<file path="config.mk">
export PLATFORM = sky130hd
export DESIGN_NAME = gqg_glyph_ram
export DESIGN_NICKNAME = d
export VERILOG_FILES = /design/src/rtl/gqg_pkg.sv /design/src/rtl/gqg_glyph_ram.sv
export SDC_FILE = /design/constraint.sdc
export NUM_CORES = 2
export LEC_CHECK = 0
export BUFFER_PORTS_ARGS = -buffer_cell sky130_fd_sc_hd__buf_2
export CORE_ASPECT_RATIO = 1.1
export CORE_MARGIN = 5
export CORE_UTILIZATION = 63
export CTS_CLUSTER_SIZE = 40
export DETAILED_ROUTE_END_ITERATION = 8
export HOLD_SLACK_MARGIN = 0.1
export PLACE_DENSITY = 0.79
export REMOVE_ABC_BUFFERS = 1
export SLEW_MARGIN = 20
export SYNTH_ARGS = -nofsm -noshare
export SYNTH_HDL_FRONTEND = slang
export SYNTH_SLANG_ARGS = --single-unit
</file>
<file path="constraint.sdc">
create_clock -name clk -period 3.1 [get_ports clk]
set_input_delay 0.31 -clock clk [delete_from_list [all_inputs] [get_ports clk]]
set_output_delay 0.31 -clock clk [all_outputs]
set_load 0.05 [all_outputs]
</file>
<file path="src/rtl/gqg_pkg.sv">
package gqg_pkg;

    // Request kinds carried in req_type.
    localparam logic REQ_LOAD = 1'b0;
    localparam logic REQ_CHAR = 1'b1;

    localparam logic [7:0] NEWLINE_CODE = 8'd10;

    // Configuration register indexes.
    localparam int CFG_IDX_W = 3;
    localparam logic [CFG_IDX_W-1:0] CFG_ORIGIN_X        = 3'd0;
    localparam logic [CFG_IDX_W-1:0] CFG_ORIGIN_Y        = 3'd1;
    localparam logic [CFG_IDX_W-1:0] CFG_LINE_HEIGHT     = 3'd2;
    localparam logic [CFG_IDX_W-1:0] CFG_TEX_UNIT_X      = 3'd3;
    localparam logic [CFG_IDX_W-1:0] CFG_TEX_UNIT_Y      = 3'd4;
    localparam logic [CFG_IDX_W-1:0] CFG_MAX_GLYPH_WIDTH = 3'd5;
    localparam int CFG_DATA_W = 16;

    // Atlas layout: the low nibble of a code picks the column, the high nibble the row.
    localparam int ATLAS_COLUMNS = 16;
    localparam int COL_W         = $clog2(ATLAS_COLUMNS);
    localparam int ROW_W         = 8 - COL_W;

    localparam int TEX_W = 17;
    localparam logic [TEX_W-1:0] TEX_MAX = 17'h1FFFF;

    // Texture step divider: numerator is width times column size.
    localparam int DIV_NUM_W = 24;
    localparam int DIV_DEN_W = 8;
    localparam int DIV_CNT_W = $clog2(DIV_NUM_W + 1);

    localparam int VTX_IDX_W = 3;
    localparam logic [VTX_IDX_W-1:0] LAST_VTX_IDX = 3'd5;

    typedef struct packed {
        logic       req_type;
        logic [7:0] char_code;
        logic [7:0] glyph_width;
        logic [7:0] glyph_advance;
        logic       first_char;
    } gqg_req_t;

    typedef struct packed {
        logic [15:0]      pos_x;
        logic [15:0]      pos_y;
        logic [TEX_W-1:0] tex_u;
        logic [TEX_W-1:0] tex_v;
        logic             last_vertex;
    } gqg_vtx_t;

    typedef struct packed {
        logic [7:0] width;
        logic [7:0] advance;
    } gqg_glyph_t;

endpackage

</file>
<file path="src/rtl/gqg_glyph_ram.sv">
module gqg_glyph_ram #(
    parameter int DEPTH = 256,
    parameter int AW    = $clog2(DEPTH)
) (
    input  logic                clk,
    input  logic                we,
    input  logic [AW-1:0]       waddr,
    input  gqg_pkg::gqg_glyph_t wdata,
    input  logic                re,
    input  logic [AW-1:0]       raddr,
    output gqg_pkg::gqg_glyph_t rdata
);
    import gqg_pkg::*;

    gqg_glyph_t mem [DEPTH];
    gqg_glyph_t rdata_reg;

    always_ff @(posedge clk)
    begin
        if (we)
        begin
            mem[waddr] <= wdata;
        end
        if (re)
        begin
            rdata_reg <= mem[raddr];
        end
    end

    assign rdata = rdata_reg;

endmodule

</file>
## After elaboration in Yosys (flattened, before gate mapping)

Memory sizes are Yosys's and may differ from the RTL's. A register that Yosys moved wholly into a read port is not among the register bits.
Cells that the tools add are included.

- RAM bits: 4096
- Register bits: 0
- Bits in latches: 0
- Bits in read-only memories: 0
- Bits of input ports: 35
- Memories: 1

Memories:

| name | words | bits a word | rd ports | clocked after memory_dff | write ports | line | text |
|---|---|---|---|---|---|---|---|
| mem | 256 | 16 | 1 | 1 | 1 | gqg_glyph_ram.sv:15 | `gqg_glyph_t mem [DEPTH];` |

- Equal/unequal tests: 0
- Multiplexer cells: 2
- Add/subtract/negate cells: 0
- Order comparisons: 0
- Bitwise logic cells: 0
- Divide/modulo/power cells: 0
- Multiply operators: 0
- Shift-type cells: 0
- Reduce and logical (&&, ||, !) cells: 0

Operators by type and width:

| cell | count |
|---|---|
| 2-to-1 mux 1 bit | 2 |

## Logic depth before layout (Yosys ltp)

- Depth after elaboration: 2
- Depth in mapped cells: 12

## Least setup slack after synthesis

No wires, ideal clock.

- Kind: in2reg
- Start point: input raddr[0]
- End point: register, netlist name rdata[4]
- Data required time: 2.835 ns
- Arrival: 2.294 ns
- Stages: 8
- Slack: 0.541 ns
- Library setup time: 0.265 ns
- Cell sequence: buf_6 > buf_6 > buf_2 > mux4_2 > mux4_2 > a22o_1 > o32ai_2 > nor4_2

RTL lines:

| what | line | text |
|---|---|---|
| from (decl) | gqg_glyph_ram.sv:10 | `input logic [AW-1:0] raddr,` |

==> run metrics <==
Placed Cells=11200; DRC errors left=0; Yosys cell types=51; Cells after Synth=about 7400; TritonRoute pass-1 iters=7; failing checks=setup timing; layout cells sized above 1=28.1%; Commonest cells post-synth=edfxtp_1, mux4_2, mux2i_1; Synth area leader=edfxtp_1; CTS HTree Levels=5; Final Cell Area=between 150000 and 200000 sq um; CP Class=reg2reg; Period minus WS final=3100 ps; worst-margin pin slew=around 1400 ps; RSZ-0062 raised after global routing=false; ys async rst share=0%; CTS clk-pin slew, worst paths=60 ps; fin nets=approximately 8300; top cells by area, synth=edfxtp_1, mux4_2, mux2i_1, o221ai_1, nor2_1; Max-slew headroom=5.25%; number of flip-flops in the largest register=4096; pin count of the biggest net entering global routing=around 140; sequential fraction of the synthesis area=between 70% and 80%; DP Area=169000 sq um; setup ws final=-3.91 ps; Initial Util=between 60% and 70%; crit path DAT=about 3700 ps; cell with the most instances after synthesis=edfxtp_1; Power, Total=114 mW; vias in the first global route=around 85000; first-pass GRT wire length=626 mm; core area=between 200000 and 300000 sq um; maximum vdd drop=0.505 mV; Post-synth EDFFs=between 4000 and 5000; worst min path class=in2reg; top-area cell type share of the netlist area=77.7%; Main synth FF type=edfxtp_1; clk buf depth=4; Ports=51; Required @ worst endpoint=3710 ps; Avg Cell Area, Syn=~22 sq um; I/O Buffers=50; via count=85100; global route overflow=0; Hold Vio Cnt, Final=0; DPL Wire Length=between 200 and 300 mm; CTS root buffer=clkbuf_16; Synth Register Bits=around 4000; TritonCTS clock tree=yes; die height=537 um; maxcap violations=0; All-Layer GR Usage=33.8%; final setup violation count=2; Setup crit end kind=flip-flop; initial antenna violation count=29; chip width=489 um; WL final=roughly 440 mm; Num CTS Buffers=roughly 390; Final GP Congestion=0.941; Final ANT Viol Nets=0; die footprint=262000 sq um; Fill cells=13400; via/cell ratio=7.15; clk_lat worst skew=roughly 940 ps; Finished Layout Cells=11900; status=finished, violations left; crit share post-route=100%; routed length per instance=37.1 um; static leakage=58.9 nW; synthesized area=159000 sq um; worst clock skew=about 47 ps; Slew Viols, Final=0; Synth-to-Final Area Change=14.3%; Clock Sinks=between 4000 and 5000; synth warn=0; Startpoint Class=flip-flop; DRT iter0 DRCs=roughly 14000; Cell Pwr Density=about 630 nW/um^2; worst hold margin=173 ps; FP Rows=193; CP max FO=1; Max Clk Rate=between 300 and 400 MHz
==> timing repair <==
action                                   CTS  global route
resized for setup                          6             0
endpoints found under the setup margin     6             0
hold buffers                              17             0
endpoints found under the hold margin   1285             0
setup buffers                              0             0
==> final timing paths <==
path / start / cells past startpoint / slack [ps] / end
worst max-delay path: mem[10][12]$_DFFE_PP_ / 7 / -4 / rdata[12]$_DFFE_PP_
worst min-delay path: waddr[4] / 4 / 170 / mem[59][0]$_DFFE_PP_
worst min register to register: mem[203][2]$_DFFE_PP_ / 6 / 1210 / rdata[2]$_DFFE_PP_
worst max register to register: mem[10][12]$_DFFE_PP_ / 7 / -4 / rdata[12]$_DFFE_PP_
==> kinds of logic after synthesis <==
| group | share of synthesized area (%) |
|---|---|
| AND/OR/NAND/NOR | 1.57 |
| multiplexers | 15.5 |
| AO/OA/AOI/OAI | 3.53 |
| buffers and inverters | 1.69 |
| flip-flops | 77.7 |
==> stage by stage <==
| step | setup WS [ps] | utilization, % | setup TNS, ps |
|---|---|---|---|
| 2_1_floorplan | -3840 | - | -59520 |
| 3_3_place_gp | -720 | 67.4 | -8220 |
| 3_5_place_dp | -783 | 67.4 | -8590 |
| 4_1_cts | 26.4 | 72.3 | 0 |
| 5_1_grt | 25.3 | 72.3 | 0 |
| 6_report | -3.91 | 72.3 | -5.09 |
==> routing by layer <==
layer  wire, um  GRT usage, %
met3      56400          8.32
met1     142000          43.8
met2     215000          54.5
met5        169             0
met4      27900          16.6
==> power by group <==
part / internal [mW] / switching (mW) / leakage, nW / total (mW)
Combinational: 2.39 / 4.09 / 16.0 / 6.48
Sequential: 61.3 / 0.0916 / 37.0 / 61.4
Clock: 25.9 / 20.4 / 5.91 / 46.3
Total: 89.6 / 24.5 / 58.9 / 114
==> cells in the final DEF, fill, tap and decap left out, types with 16 or more instances in the layout <==
cell / n
edfxtp_1: 4112
mux4_2: 797
buf_4: 775
mux2i_1: 565
clkbuf_16: 392
nor2_1: 286
o221ai_1: 252
a21oi_1: 175
o22ai_1: 148
buf_12: 124
clkinv_1: 90
nor3_1: 89
mux2_2: 88
clkbuf_1: 86
clkinv_2: 64
a22oi_1: 43
nand2_1: 38
o21ai_0: 37
a22o_1: 32
bufinv_16: 32
buf_2: 30
nand3_1: 29
a221oi_1: 28
nand4_1: 26
diode_2: 20
nor2_2: 18
a211oi_1: 18
nor4_1: 17
dlygate4sd3_1: 17
o31ai_1: 16
buf_8: 16
==> layout make-up <==
class	instances	area [sq um]	share of cell area [%]
Tap cell	3315	4150	2.28
Timing Repair Buffer	965	8900	4.90
Clock buffer	478	10100	5.58
Inverter	4	27.5	0.0152
Clock inverter	221	2000	1.10
Sequential cell	4112	123000	68.0
Antenna cell	20	50.0	0.0276
Multi-Input combinational cell	2792	32900	18.1
==> critical path, cell delays in order, from the launching register on <==
cell and delay [ps]:
edfxtp_1 400, mux4_2 480, mux2_2 310, a22oi_1 540, buf_4 210, nand2_1 60
o32ai_2 670, nor4_1 150
Note: power is estimated with default switching activity, not from simulation.
