`src/rtl/gqg_pkg.sv`:
```
package gqg_pkg;

    // Request kinds carried in req_type.
    localparam logic REQ_LOAD = 1'b0;
    localparam logic REQ_CHAR = 1'b1;

    localparam logic [7:0] NEWLINE_CODE = 8'd10;

    // Configuration register indexes.
    localparam int CFG_IDX_W = 3;
    localparam logic [CFG_IDX_W-1:0] CFG_ORIGIN_X        = 3'd0;
    localparam logic [CFG_IDX_W-1:0] CFG_ORIGIN_Y        = 3'd1;
    localparam logic [CFG_IDX_W-1:0] CFG_LINE_HEIGHT     = 3'd2;
    localparam logic [CFG_IDX_W-1:0] CFG_TEX_UNIT_X      = 3'd3;
    localparam logic [CFG_IDX_W-1:0] CFG_TEX_UNIT_Y      = 3'd4;
    localparam logic [CFG_IDX_W-1:0] CFG_MAX_GLYPH_WIDTH = 3'd5;
    localparam int CFG_DATA_W = 16;

    // Atlas layout: the low nibble of a code picks the column, the high nibble the row.
    localparam int ATLAS_COLUMNS = 16;
    localparam int COL_W         = $clog2(ATLAS_COLUMNS);
    localparam int ROW_W         = 8 - COL_W;

    localparam int TEX_W = 17;
    localparam logic [TEX_W-1:0] TEX_MAX = 17'h1FFFF;

    // Texture step divider: numerator is width times column size.
    localparam int DIV_NUM_W = 24;
    localparam int DIV_DEN_W = 8;
    localparam int DIV_CNT_W = $clog2(DIV_NUM_W + 1);

    localparam int VTX_IDX_W = 3;
    localparam logic [VTX_IDX_W-1:0] LAST_VTX_IDX = 3'd5;

    typedef struct packed {
        logic       req_type;
        logic [7:0] char_code;
        logic [7:0] glyph_width;
        logic [7:0] glyph_advance;
        logic       first_char;
    } gqg_req_t;

    typedef struct packed {
        logic [15:0]      pos_x;
        logic [15:0]      pos_y;
        logic [TEX_W-1:0] tex_u;
        logic [TEX_W-1:0] tex_v;
        logic             last_vertex;
    } gqg_vtx_t;

    typedef struct packed {
        logic [7:0] width;
        logic [7:0] advance;
    } gqg_glyph_t;

endpackage

```
`src/rtl/gqg_divider.sv`:
```
module gqg_divider (
    input  logic                           clk,
    input  logic                           rst_n,
    input  logic                           start,
    input  logic [gqg_pkg::DIV_NUM_W-1:0]  numer,
    input  logic [gqg_pkg::DIV_DEN_W-1:0]  denom,
    output logic                           done,
    output logic [gqg_pkg::DIV_NUM_W-1:0]  quotient
);
    import gqg_pkg::*;

    // Restoring division, one quotient bit per cycle, MSB first.
    logic [DIV_NUM_W-1:0] quo_reg;
    logic [DIV_DEN_W-1:0] rem_reg;
    logic [DIV_DEN_W-1:0] den_reg;
    logic [DIV_CNT_W-1:0] cnt_reg;
    logic                 done_reg;

    logic [DIV_DEN_W:0]   work;
    logic [DIV_DEN_W:0]   diff;
    logic                 ge;

    always_comb
    begin
        work = {rem_reg, quo_reg[DIV_NUM_W-1]};
        diff = work - {1'b0, den_reg};
        ge   = (work >= {1'b0, den_reg});
    end

    always_ff @(posedge clk or negedge rst_n)
    begin
        if (!rst_n)
        begin
            cnt_reg  <= '0;
            done_reg <= 1'b0;
        end
        else if (start)
        begin
            cnt_reg  <= DIV_CNT_W'(DIV_NUM_W);
            done_reg <= 1'b0;
        end
        else if (cnt_reg != '0)
        begin
            cnt_reg <= cnt_reg - 1'b1;
            if (cnt_reg == DIV_CNT_W'(1))
            begin
                done_reg <= 1'b1;
            end
        end
    end

    always_ff @(posedge clk)
    begin
        if (start)
        begin
            quo_reg <= numer;
            rem_reg <= '0;
            den_reg <= denom;
        end
        else if (cnt_reg != '0)
        begin
            quo_reg <= {quo_reg[DIV_NUM_W-2:0], ge};
            rem_reg <= ge ? diff[DIV_DEN_W-1:0] : work[DIV_DEN_W-1:0];
        end
    end

    assign done     = done_reg;
    assign quotient = quo_reg;

endmodule

```
`config.mk`:
```
export PLATFORM = sky130hd
export DESIGN_NAME = gqg_divider
export DESIGN_NICKNAME = d
export VERILOG_FILES = /design/src/rtl/gqg_pkg.sv /design/src/rtl/gqg_divider.sv
export SDC_FILE = /design/constraint.sdc
export NUM_CORES = 1
export LEC_CHECK = 0
export BUFFER_PORTS_ARGS = -buffer_cell sky130_fd_sc_hd__buf_2
export CORE_MARGIN = 4
export CORE_UTILIZATION = 56
export CTS_CLUSTER_DIAMETER = 100
export DETAILED_ROUTE_END_ITERATION = 10
export PLACE_DENSITY = 0.84
export SYNTH_ARGS = -nofsm -noshare
export SYNTH_HDL_FRONTEND = slang
export SYNTH_SLANG_ARGS = --single-unit
export TNS_END_PERCENT = 100
```
`constraint.sdc`:
```
create_clock -name clk -period 3.1 [get_ports clk]
set_input_delay 0.62 -clock clk [delete_from_list [all_inputs] [get_ports clk]]
set_output_delay 0.62 -clock clk [all_outputs]
set_load 0.02 [all_outputs]
```
== Word-level counts from Yosys, hierarchy flattened ==
Index checks and enable logic that the tools add are counted.
Widths: inputs -> output; s select.

* Register bits: 46
* Input port bits: 35
* Output and inout port bits: 25
* Word-level logic and storage cells: 21

* Add/subtract/negate cells: 2
* Order comparisons: 1
* Equality and inequality tests: 1
* Mux-type cells: 8
* Reductions and logical operators: 4

{| class="wikitable"
|+ Operator list
! operator !! count
|-
| $mux 24 || 2
|-
| $mux 5 || 2
|-
| $ge 9x8->1 || 1
|-
| $mux 8 || 1
|-
| $sub 8x8->8 || 1
|-
| $eq 5x1->1 const B || 1
|-
| $reduce_bool 5->1 || 1
|-
| $sub 5x1->5 const B || 1
|-
| $reduce_bool 2->1 || 2
|-
| $mux 1 || 3
|-
| $reduce_and 2->1 || 1
|}

== Logic depth before layout (Yosys ltp) ==
* Depth in word-level cells: 4
* Depth in mapped cells: 9
* Mapped depth without buffers: 9

== Worst setup path before layout ==
OpenSTA, ideal clock, no wires.

* Kind: reg2reg
* Start: register quo_reg[23] (netlist: quotient[23])
* End: register rem_reg[6]
* Setup time: 0.086 ns
* Data arrival time: 1.924 ns
* Required time: 3.014 ns
* Slack: 1.091 ns
* Stages on the path, launching flop included: 10
* Buffers on the path: 0
* Clock period less this slack: 2.009 ns
* Path through: edfxtp_1 -> inv_1 -> ha_1 -> fa_1 -> nor2b_1 -> o311a_1 -> o21a_1 -> o21ai_0 -> o311ai_0 -> a211oi_1

* Longest elaborated chain between the ends: 2
* Elaborated cells between the ends (all ways): 3
* Classes of those cells: 1 x add/sub; 1 x order compare; 1 x mux

{| class="wikitable"
|+ Ends and longest elaborated chain
! what !! RTL line !! source
|-
| start, declared || gqg_divider.sv:13 || <nowiki>logic [DIV_NUM_W-1:0] quo_reg;</nowiki>
|-
| start signal, assigned || gqg_divider.sv:56 || <nowiki>quo_reg <= numer;</nowiki>
|-
| start signal, assigned || gqg_divider.sv:62 || <nowiki>quo_reg <= {quo_reg[DIV_NUM_W-2:0], ge};</nowiki>
|-
| $sub 8x8->8 / $ge 9x8->1 (equally long branches) || gqg_divider.sv:26, gqg_divider.sv:27 ||
|-
| $mux 8 (*) || gqg_divider.sv:63 || <nowiki>rem_reg <= ge ? diff[DIV_DEN_W-1:0] : work[DIV_DEN_W-1:0];</nowiki>
|-
| end signal, assigned || gqg_divider.sv:63 ||
|-
| end, declared || gqg_divider.sv:14 || <nowiki>logic [DIV_DEN_W-1:0] rem_reg;</nowiki>
|}

Mark *: on every way between the ends. The rest lies on a longest branch, timed or not.
A chain may end at the register's enable or synchronous reset.

== Final worst setup path ==
Ends and elaborated chain as after synthesis.

==> metrics.txt <==
period utilization=0.683; Filler cells=260; leading area contributor after synthesis=edfxtp_1; Rows=22; synth top area cells=edfxtp_1, mux2_2, dfxtp_1; Core ar.=3800 um2; YS warnings=0; flop-to-flop setup slack=0.98 ns; Worst Setup SP=quotient[23]$_DFFE_PP_; Area Overhead vs Synth=20.0%; vias in the first global route=1583; post-synthesis xor/xnor area fraction=0.0154; clk slew on worst S/H paths=0.08 ns; Post-CTS Setup Repair Bufs=0; asr flop ratio synth=0.130; hold crit path type=primary input to async pin; Pre-antenna DRT Iters=4; Largest register FFs=24; Die W=71.8 um; outcome=finished, final reports clean; RSZ-0062 raised after global routing=no; max frequency=472 MHz; Antenna Violating Nets Remaining=0; syn nets=229; Iter 0 DRT Violations=85; Avg Inst Size Synth=12.5 um2; fin util=0.720; largest family of logic cells by synthesized area=multiplexers; Detailed Route WL=4200 um; DRC=0; grt ovf=0; simple-gate share of the synthesized area=0.0796; adder-cell share of the synthesized area=0.0692; Final GP Congestion=0.863; Worst Path Required=3.31 ns; htree depth=2; total CTS buffers=5; clk root buf=clkbuf_8; chip height=71.8 um; GRT Total Usage=0.172; CTS tree=done; CP Class=flop to flop; Power Density=719 nW/um2; EDFF count, synth=32; final hold vios=0; DP Wirelength=3120 um; mux contribution to synthesized area=0.137; Top FF cell, synth=edfxtp_1; ratio of cells with drive above 1 in the final layout=0.396; Routed WL per cell=14.3 um; register area share after synthesis=0.558; CTS Sinks=46; largest net degree at the start of global routing=28; FF/Latch Area=1270 um2; Max transition margin=0.630; die area=5160 um2; Setup violations, final=0; Critical Path Sink Type=flop; post-synthesis register bit count=46; initial antenna violation count=0; diode count=0; r2r startpoint=quotient[23]$_DFFE_PP_; PortBufs=59; Compound-Gate Fraction of Synth Area=0.106; I/O pins=60; post-layout min period=2.12 ns; fin cells=293; Multi-input gate area=927 um2; Via density=5.47; starting density of the core=0.600; Vias=1602; clock buffer depth=2; Cells after DPL=285; hold buffers post-CTS=0; Skew-Pair Late Insertion Delay=0.29 ns; Critical Path Fanout Max=3; synthesized area=2280 um2; TNS Setup=0 ns; Crit path arrival time=2.33 ns; P_leak=1.23 nW; MaxCap Viol Count=0; first-pass GRT wire length=6960 um; Resize count post-CTS=0; Worst Skew=0.00591 ns; Final Max Tran Viols=0; CP Launch Type=flop; Synth cell types=39; R2R cell count=9; Max VDD drop=0.000448 V; Yosys top cell area share=0.422; worst setup path end=rem_reg[6]$_SDFFE_PP0P_; Mapped Cells=182; fin nets=291; reg2reg end=rem_reg[6]$_SDFFE_PP0P_; worst slew pin tran=0.554 ns
[cell families (layout without fill, tap and decap cells)]
family | after synthesis | count (layout)
muxes | 28 | 28
AOI/OAI and AO/OA | 33 | 33
adders and majority gates | 12 | 12
buffers and inverters | 20 | 83
DFF | 46 | 46
and+or+nand+nor | 39 | 39
xor gates and xnor gates | 4 | 4
[worst min-delay path by stage]
stage	startpoint	end	slack (ns)	cells after the start
floorplan	rst_n	cnt_reg[0]$_DFFE_PN0P_	0.32	0
global placement	rst_n	cnt_reg[3]$_DFFE_PN0P_	0.45	1
detailed placement	rst_n	cnt_reg[4]$_DFFE_PN0P_	0.45	1
CTS	rst_n	cnt_reg[3]$_DFFE_PN0P_	0.13	1
global route	rst_n	cnt_reg[3]$_DFFE_PN0P_	0.12	1
finish	rst_n	cnt_reg[3]$_DFFE_PN0P_	0.13	1
[cells in the mapped netlist, drive strengths merged (3+ instances only)]
library cell and n:
o21a 3, a21oi 8, nor4 3, o21ai 3, inv 13, ha 11, buf 4, or3 3
nand2 9, mux2 25, a211oi 6, nand3 3, edfxtp 32, mux2i 3, clkbuf 3, a21o 3
dfrtp 6, nor2 14, dfxtp 8
[stage by stage]
step           hold slack, ns  power [W]  instance area, um2  setup WS (ns)
2_1_floorplan           0.324    0.00139                2280           1.09
3_3_place_gp            0.448    0.00153                2630           1.04
3_5_place_dp            0.450    0.00154                2630           1.01
4_1_cts                 0.126    0.00198                2740          0.988
5_1_grt                 0.119    0.00209                2740          0.846
6_report                0.131    0.00197                2740          0.982
[layout make-up]
cell class              count  area share
repair buffers             62       0.116
inverters                  13      0.0178
clock buffers               6      0.0265
well taps                  48      0.0220
clock inverters             2      0.0137
multi-input cells         116       0.339
flip-flops and latches     46       0.465
[report_power, final]
part	total (W)	internal, W	switching, W
registers	0.000846	0.000778	0.0000678
clock network	0.000434	0.000240	0.000193
logic	0.000687	0.000312	0.000375
[metal layers]
metal / up-vias / global-route usage / part of all wire
met5: - / 0 / 0
met4: 0 / 0.0564 / 0.015
met3: 9 / 0.0491 / 0.061
met2: 39 / 0.278 / 0.47
met1: 759 / 0.222 / 0.45
li1: 795 / - / -
[placed cells by master, fill, tap and decap left out, types with 2 or more instances in the layout]
cell,count
nor2b_1,2
mux2_2,25
or3_1,3
o21ai_0,3
nor4_1,3
and2_1,2
nor2_1,14
ha_1,11
a21o_1,3
o21a_1,3
mux2i_1,3
inv_1,13
edfxtp_1,32
clkbuf_8,5
xor2_1,2
nand3_1,3
dfrtp_1,6
a311oi_1,2
buf_2,59
buf_4,3
xnor2_1,2
a211oi_1,6
nand2_1,9
dfxtp_1,8
a21oi_1,7
[worst max-delay path: stages (launching register included)]
cell      delay [ns]
edfxtp_1        0.39
inv_1           0.11
ha_1            0.22
fa_1            0.24
nor2b_1         0.07
o311a_1         0.30
o21a_1          0.19
o21ai_0         0.13
o311ai_0        0.15
a211oi_1        0.22
(Power assumes the default switching activity.)
